**config.mk**
```make
export PLATFORM = sky130hd
export DESIGN_NAME = bounded_ordered_list_engine
export DESIGN_NICKNAME = d
export VERILOG_FILES = /design/src/sv/bole_pkg.sv /design/src/sv/bole_cell.sv /design/src/sv/bounded_ordered_list_engine.sv
export VERILOG_INCLUDE_DIRS = /design/src /design/src/sv
export SDC_FILE = /design/constraint.sdc
export NUM_CORES = 2
export LEC_CHECK = 0
export BUFFER_PORTS_ARGS = -buffer_cell sky130_fd_sc_hd__buf_2
export CAP_MARGIN = 5
export CORE_ASPECT_RATIO = 1.4
export CORE_MARGIN = 1
export CORE_UTILIZATION = 62
export CTS_BUF_LIST = sky130_fd_sc_hd__clkbuf_8
export DETAILED_ROUTE_END_ITERATION = 16
export HOLD_SLACK_MARGIN = 0.05
export PLACE_DENSITY_LB_ADDON = 0.1
export SYNTH_ARGS = -nofsm -noshare
export SYNTH_HDL_FRONTEND = slang
export SYNTH_SLANG_ARGS = --single-unit
```
**constraint.sdc**
```tcl
create_clock -name clk -period 21.5 [get_ports clk]
set_input_delay 2.15 -clock clk [delete_from_list [all_inputs] [get_ports clk]]
set_output_delay 2.15 -clock clk [all_outputs]
set_load 0.1 [all_outputs]
```
**src/sv/bounded_ordered_list_engine_defines.svh**
```systemverilog
// Assertion macros shared by the ordered list engine RTL.
// Depends on nothing; the including module must provide clk and rst_n.
`ifndef BOUNDED_ORDERED_LIST_ENGINE_DEFINES_SVH
`define BOUNDED_ORDERED_LIST_ENGINE_DEFINES_SVH

// Same-cycle implication, disabled while reset is low.
`define BOLE_ASSERT_NOW(lbl, ante, cons, msg) \
  lbl: assert property (@(posedge clk) disable iff (!rst_n) (ante) |-> (cons)) \
    else $error(msg);

// Next-cycle implication, disabled while reset is low.
`define BOLE_ASSERT_NEXT(lbl, ante, cons, msg) \
  lbl: assert property (@(posedge clk) disable iff (!rst_n) (ante) |=> (cons)) \
    else $error(msg);

`endif

```
**src/sv/bole_pkg.sv**
```systemverilog
// Types and codes shared by the ordered list engine and its cells.
// Depends on nothing.
package bole_pkg;

  localparam int DATA_W = 32;

  typedef logic [DATA_W-1:0] data_t;

  typedef enum logic [2:0] {
    REQ_PUSH_FRONT    = 3'd0,
    REQ_PUSH_BACK     = 3'd1,
    REQ_SORTED_INSERT = 3'd2,
    REQ_REMOVE        = 3'd3,
    REQ_REVERSE       = 3'd4,
    REQ_CLEAR         = 3'd5
  } req_t;

  typedef enum logic [1:0] {
    ST_OK        = 2'd0,
    ST_FULL      = 2'd1,
    ST_NOT_FOUND = 2'd2
  } status_t;

  typedef enum logic [1:0] {
    CM_HOLD,
    CM_INSERT,
    CM_REMOVE
  } cell_mode_t;

  typedef enum logic [1:0] {
    SEL_NONE,
    SEL_ALL,
    SEL_GE,
    SEL_EQ
  } hit_sel_t;

  typedef struct packed {
    cell_mode_t mode;
    hit_sel_t   sel;
    logic       rev;
    data_t      value;
  } cell_ctl_t;

endpackage

```
**src/sv/bole_cell.sv**
```systemverilog
// One storage cell of the ordered list: holds one entry and shifts with its neighbors.
// Depends on bole_pkg.
module bole_cell #(
  parameter int IDX   = 0,
  parameter int CNT_W = 5
) (
  input  logic               clk,
  input  bole_pkg::cell_ctl_t ctl,
  input  logic [CNT_W-1:0]   cnt,
  input  bole_pkg::data_t    left_data,
  input  bole_pkg::data_t    right_data,
  input  logic               pre_in,
  input  logic               suf_in,
  input  logic               left_suf,
  input  logic               any_hit,
  output logic               pre_out,
  output logic               suf_out,
  output bole_pkg::data_t    data_out
);
  import bole_pkg::*;

  localparam logic [CNT_W-1:0] POS = CNT_W'(IDX);

  data_t entry_r;
  data_t entry_nxt;
  logic  in_range;
  logic  hit;

  assign in_range = POS < cnt;

  always_comb begin
    unique case (ctl.sel)
      SEL_ALL: hit = in_range;
      SEL_GE:  hit = in_range && ($signed(entry_r) >= $signed(ctl.value));
      SEL_EQ:  hit = in_range && (entry_r == ctl.value);
      default: hit = 1'b0;
    endcase
  end

  assign pre_out  = pre_in | hit;
  assign suf_out  = suf_in | hit;
  assign data_out = entry_r;

  // In reversed orientation the logical front sits at the highest occupied cell.
  always_comb begin
    entry_nxt = entry_r;
    unique case (ctl.mode)
      CM_INSERT: begin
        if (!ctl.rev) begin
          if (pre_in) begin
            entry_nxt = left_data;
          end else if (hit || (POS == cnt)) begin
            entry_nxt = ctl.value;
          end
        end else begin
          if (!suf_out) begin
            entry_nxt = left_suf ? ctl.value : left_data;
          end
        end
      end
      CM_REMOVE: begin
        if (!ctl.rev) begin
          if (pre_out) begin
            entry_nxt = right_data;
          end
        end else begin
          if (!suf_in && any_hit) begin
            entry_nxt = right_data;
          end
        end
      end
      default: entry_nxt = entry_r;
    endcase
  end

  always_ff @(posedge clk) begin
    entry_r <= entry_nxt;
  end

endmodule

```
**src/sv/bounded_ordered_list_engine.sv**
```systemverilog
// Top level of the ordered list engine: request decode, count, orientation and result.
// Depends on bole_pkg, bole_cell and bounded_ordered_list_engine_defines.svh.
//
//   channel   ports                               handshake
//   request   in_req_type, in_value               start high while busy low
//   result    out_status, out_count,              out_valid for one cycle
//             out_front_value, out_back_value
//
// A transaction is accepted at the edge where start is high and busy is low; every cell
// updates at that edge. Busy is high for the next cycle, while the front and back entries
// are read out of the cell row, and the result shows on the cycle after that.
// A new transaction is not accepted while busy is high, so it waits out that readout cycle.
// Reset clears the count, orientation and strobes; entries need no clearing.
// The receiver cannot stall.
`include "bounded_ordered_list_engine_defines.svh"

module bounded_ordered_list_engine #(
  parameter int CAPACITY = 16
) (
  input  logic                clk,
  input  logic                rst_n,
  input  logic                start,
  output logic                busy,
  input  logic [2:0]          in_req_type,
  input  logic signed [31:0]  in_value,
  output logic                out_valid,
  output logic [1:0]          out_status,
  output logic [4:0]          out_count,
  output logic signed [31:0]  out_front_value,
  output logic signed [31:0]  out_back_value
);
  import bole_pkg::*;

  localparam int CNT_W = $clog2(CAPACITY + 1);
  localparam int IDX_W = $clog2(CAPACITY);

  logic [CNT_W-1:0] cnt_r, cnt_nxt;
  logic             rev_r, rev_nxt;
  logic             phase_r, phase_nxt;
  status_t          status_r, status_nxt;
  logic             out_valid_r;
  logic [1:0]       out_status_r;
  logic [4:0]       out_count_r;
  data_t            out_front_r, out_back_r;

  logic             accept;
  logic             full;
  cell_ctl_t        ctl;
  data_t            cell_q    [CAPACITY];
  data_t            left_d    [CAPACITY];
  data_t            right_d   [CAPACITY];
  logic             left_suf  [CAPACITY];
  logic             pre_c     [CAPACITY+1];
  logic             suf_c     [CAPACITY+1];
  logic             any_hit;
  logic [IDX_W-1:0] last_idx;
  data_t            first_q, last_q;

  assign busy    = phase_r;
  assign accept  = start && !busy;
  assign full    = cnt_r >= CNT_W'(CAPACITY);
  assign any_hit = pre_c[CAPACITY];

  assign pre_c[0]        = 1'b0;
  assign suf_c[CAPACITY] = 1'b0;

  for (genvar g = 0; g < CAPACITY; g++) begin : g_cell
    if (g == 0) begin : g_first
      assign left_d[g]   = cell_q[g];
      assign left_suf[g] = 1'b1;
    end else begin : g_inner
      assign left_d[g]   = cell_q[g-1];
      assign left_suf[g] = suf_c[g-1];
    end
    if (g == CAPACITY - 1) begin : g_last
      assign right_d[g] = cell_q[g];
    end else begin : g_body
      assign right_d[g] = cell_q[g+1];
    end

    bole_cell #(
      .IDX   (g),
      .CNT_W (CNT_W)
    ) u_cell (
      .clk        (clk),
      .ctl        (ctl),
      .cnt        (cnt_r),
      .left_data  (left_d[g]),
      .right_data (right_d[g]),
      .pre_in     (pre_c[g]),
      .suf_in     (suf_c[g+1]),
      .left_suf   (left_suf[g]),
      .any_hit    (any_hit),
      .pre_out    (pre_c[g+1]),
      .suf_out    (suf_c[g]),
      .data_out   (cell_q[g])
    );
  end

  always_comb begin
    ctl = '{mode: CM_HOLD, sel: SEL_NONE, rev: rev_r, value: data_t'(in_value)};
    if (accept) begin
      unique case (req_t'(in_req_type))
        REQ_PUSH_FRONT, REQ_PUSH_BACK, REQ_SORTED_INSERT: begin
          if (req_t'(in_req_type) == REQ_PUSH_FRONT) begin
            ctl.sel = SEL_ALL;
          end else if (req_t'(in_req_type) == REQ_SORTED_INSERT) begin
            ctl.sel = SEL_GE;
          end
          if (!full) begin
            ctl.mode = CM_INSERT;
          end
        end
        REQ_REMOVE: begin
          ctl.mode = CM_REMOVE;
          ctl.sel  = SEL_EQ;
        end
        default: begin
        end
      endcase
    end
  end

  always_comb begin
    cnt_nxt    = cnt_r;
    rev_nxt    = rev_r;
    status_nxt = status_r;
    phase_nxt  = 1'b0;
    if (accept) begin
      phase_nxt  = 1'b1;
      status_nxt = ST_OK;
      unique case (req_t'(in_req_type))
        REQ_PUSH_FRONT, REQ_PUSH_BACK, REQ_SORTED_INSERT: begin
          if (full) begin
            status_nxt = ST_FULL;
          end else begin
            cnt_nxt = cnt_r + 1'b1;
          end
        end
        REQ_REMOVE: begin
          if (any_hit) begin
            cnt_nxt = cnt_r - 1'b1;
          end else begin
            status_nxt = ST_NOT_FOUND;
          end
        end
        REQ_REVERSE: begin
          rev_nxt = !rev_r;
        end
        REQ_CLEAR: begin
          cnt_nxt = '0;
          rev_nxt = 1'b0;
        end
        default: begin
        end
      endcase
    end
  end

  always_ff @(posedge clk) begin
    if (!rst_n) begin
      cnt_r    <= '0;
      rev_r    <= 1'b0;
      phase_r  <= 1'b0;
      status_r <= ST_OK;
    end else begin
      cnt_r    <= cnt_nxt;
      rev_r    <= rev_nxt;
      phase_r  <= phase_nxt;
      status_r <= status_nxt;
    end
  end

  assign last_idx = IDX_W'(cnt_r - 1'b1);
  assign first_q  = cell_q[0];
  assign last_q   = cell_q[last_idx];

  always_ff @(posedge clk) begin
    if (!rst_n) begin
      out_valid_r <= 1'b0;
    end else begin
      out_valid_r <= phase_r;
    end
  end

  always_ff @(posedge clk) begin
    if (phase_r) begin
      out_status_r <= status_r;
      out_count_r  <= 5'(cnt_r);
      if (cnt_r == '0) begin
        out_front_r <= '0;
        out_back_r  <= '0;
      end else begin
        out_front_r <= rev_r ? last_q : first_q;
        out_back_r  <= rev_r ? first_q : last_q;
      end
    end
  end

  assign out_valid       = out_valid_r;
  assign out_status      = out_status_r;
  assign out_count       = out_count_r;
  assign out_front_value = $signed(out_front_r);
  assign out_back_value  = $signed(out_back_r);

  `BOLE_ASSERT_NEXT(a_busy_after_accept, accept, busy, "Accepted transaction did not raise busy.")
  `BOLE_ASSERT_NEXT(a_result_follows, phase_r, out_valid_r, "Readout cycle gave no result.")
  `BOLE_ASSERT_NOW(a_count_bound, 1'b1, cnt_r <= CNT_W'(CAPACITY), "Entry count above capacity.")
  `BOLE_ASSERT_NOW(a_empty_zero, out_valid_r && (cnt_r == '0),
                   (out_front_r == '0) && (out_back_r == '0), "Empty list gave nonzero ends.")

endmodule
```
==> out/qor.yml <==
via_per_inst: 7.85
die_w_um: 238
overflow: 0
post_cts_buffers: 0
synth.yosys.seq_area_share: 0.367
worst_setup_path_end_kind: "flop"
fmax_mhz: 107
gp_congestion: 1.10
clock_latency_ps: 830
max_slew.worst_pin.slew_ps: 1490
crit_arrival_ps: 9870
ys.flop_type: "edfxtp_1"
cts-root-buf: "clkbuf_8"
syn_area_um2: 48300
synth.area.top_cells: "edfxtp_1 (36%), ha_1 (13%), mux4_2 (7.5%)"
crit_type: "in2reg"
port_buffers: 110
switching_share: 0.380
layout_common_cells: "a21oi_1 (623), edfxtp_1 (583), ha_1 (517)"
via_count: 44838
ys_ff_latch: 593
status: "complete, no violations"
die_area_um2: 79000
post_cts_resized: 0
cp-endpoint: "g_cell[1].u_cell.data_out[7]$_DFFE_PP_"
syn_inst: 4627
io_pins: 111
post-route-period-util: 0.436
cts_buffers: 101
seq_power_share: 0.397
ctsHoldBuffers: 0
period_minus_slack_ps: 9380
mostFrequentLayoutCell: "a21oi_1"
wl_per_cell_um: 36.8
worstHoldPathType: "reg2reg"
finClkSkew_ps: 40.7
leakage_nw: 20.2
drive_gt1_frac: 0.142
final_antenna_net_count: 0
clock-sinks: 593
wl_met2_um: 89000
dp_hpwl_um: 139000
rows: 120
grtUsageTotal: 0.525
avgSynthCellArea_um2: 10.4
slew_headroom: 0.00987
whs_ps: 441
vdd_ir_drop_max_mv: 0.0615
finalSetupViolations: 0
yosysTopAreaCell: "edfxtp_1"
critPathLaunchType: "primary input"
wl_um: 210000
finalHoldViolCount: 0
r2r-start: "g_cell[3].u_cell.data_out[31]$_DFFE_PP_"
setup_tns_ps: 0
setup.worst_path.start: "in_value[31]"
crit_path_max_fanout: 38
dr.first_iter.drc_count: 7658
cts.path.max_buffers: 3
internal_power_mw: 2.40
p_sw_mw: 1.47
drc: 0
dr.max_layer_used: "met5"
clockPowerShare: 0.284
design.core.area_um2: 76700
synth-edff-count: 583
r2r-end: "g_cell[1].u_cell.data_out[7]$_DFFE_PP_"
syn2layout_area_growth_pct: 7.19
grt_pass1_vias: 42075
total_power_mw: 3.86
rsz0062_at_grt: "no"
yosysWarnings: 0
cts_tree: "yes"
syn_nets: 5184
grt_pass1_wl_um: 297000
synth_cell_type_count: 90
num-nets-final: 5148
antenna_found_initial: 14
firstDrtPassIters: 10
ys_async_sr_fraction: 0
combPwrFrac: 0.319
grt_max_degree: 211
crit_required_ps: 22000
powerDensity_nw_per_um2: 74.6
maxSlewViolCount: 0
maxCapViolations: 0
synth_top_cell_area_share: 0.363
start_util: 0.629
reg2reg_slack_ps: 13910
fillCellCount: 6069
met3WireLength_um: 29800
wl_met1_um: 66400
rr_worst_depth: 14
fp.dieH_um: 332
cts_max_level: 3
clkSlewWorstSetupHoldPaths_ps: 70
-- per-layer routing --
layer / GRT usage / vias up
li1: - / 18313
met1: 0.614 / 21093
met2: 0.767 / 4166
met3: 0.161 / 1252
met4: 0.489 / 14
met5: 0 / -
-- registers in the layout, summed over array words and instances (netlist names) --
signal / count
busy: 1
cnt_r: 5
g_cell.u_cell.data_out: 512
out_back_value: 32
out_count: 5
out_front_value: 32
out_status: 2
out_valid: 1
rev_r: 1
status_r: 2
-- power groups by stage --
stage,registers (mW),clock network (mW),logic [mW]
after global placement,1.55,0,1.14
after detailed placement,1.55,0,1.17
after floorplan,1.54,0,0.755
final,1.53,1.10,1.23
after global routing,1.53,1.13,1.27
after CTS,1.52,1.09,1.17
-- area by class of cell --
class / instances / area, um^2 / area share
Tap cell: 1037 / 1300 / 0.0251
Clock buffer: 104 / 1430 / 0.0277
Inverter: 105 / 402 / 0.00776
Antenna cell: 6 / 15.0 / 0.000290
Sequential cell: 593 / 17700 / 0.342
Timing Repair Buffer: 200 / 1260 / 0.0244
Multi-Input combinational cell: 3590 / 29100 / 0.561
Clock inverter: 77 / 579 / 0.0112
-- worst max-delay path: stages --
cell and delay, ps:
buf_2 370, inv_1 480, ha_1 510, nand4_1 290, nor4_1 630, nand3_1 730, a21oi_1 850, o311a_1 260
o31a_1 380, nor4_4 100, buf_4 290, nand2_4 820, o31a_2 900, buf_4 650, mux2i_1 280, a21oi_1 100
-- worst min-delay path by stage --
stage | cells after the start | endpoint | slack [ps] | startpoint
final | 0 | out_status[1]$_DFFE_PP_ | 440 | status_r[1]$_SDFFE_PN0P_
after floorplan | 0 | out_count[3]$_DFFE_PP_ | 410 | cnt_r[3]$_SDFFE_PN0P_
after CTS | 0 | out_status[1]$_DFFE_PP_ | 450 | status_r[1]$_SDFFE_PN0P_
after global placement | 0 | out_status[0]$_DFFE_PP_ | 410 | status_r[0]$_SDFFE_PN0P_
after global routing | 0 | out_status[1]$_DFFE_PP_ | 470 | status_r[1]$_SDFFE_PN0P_
after detailed placement | 0 | out_status[0]$_DFFE_PP_ | 420 | status_r[0]$_SDFFE_PN0P_
-- cells by family (layout without fill, tap and decap cells) --
logic type	count (synthesis)	count (layout)	synth area share
flip-flops	593	593	0.367
other	0	6	0
multiplexers	615	615	0.172
AND/OR/NAND/NOR	1135	1135	0.115
adder cells (fa/ha/maj)	519	519	0.134
buffers and inverters	444	486	0.0385
AO/OA/AOI/OAI	1318	1318	0.174
XOR/XNOR	3	3	0.000544
-- cells in the mapped netlist (24+ instances only) --
cell,number
nand2_1,305
inv_1,102
a222oi_1,33
a211oi_1,28
ha_1,519
o22ai_1,161
buf_4,35
nand3_1,86
mux4_2,160
nor3_1,70
o21ai_0,105
o211ai_1,24
a21oi_1,626
o311ai_0,33
mux2i_1,359
clkbuf_1,250
nor3b_1,99
nor2_1,346
mux2_2,95
a221o_1,100
buf_2,31
a21o_1,58
nand4_1,104
edfxtp_1,583
-- per-stage QoR --
stage	std cells	area (um^2)	worst slack, ps	util
finish	5712	51800	12120	0.675
floorplan	4627	48300	10650	-
detailed placement	5525	49700	12240	0.648
global route	5707	51800	12160	0.675
CTS	5706	51700	13010	0.674
global placement	5524	49700	12300	0.648
(Power assumes the default switching activity.)
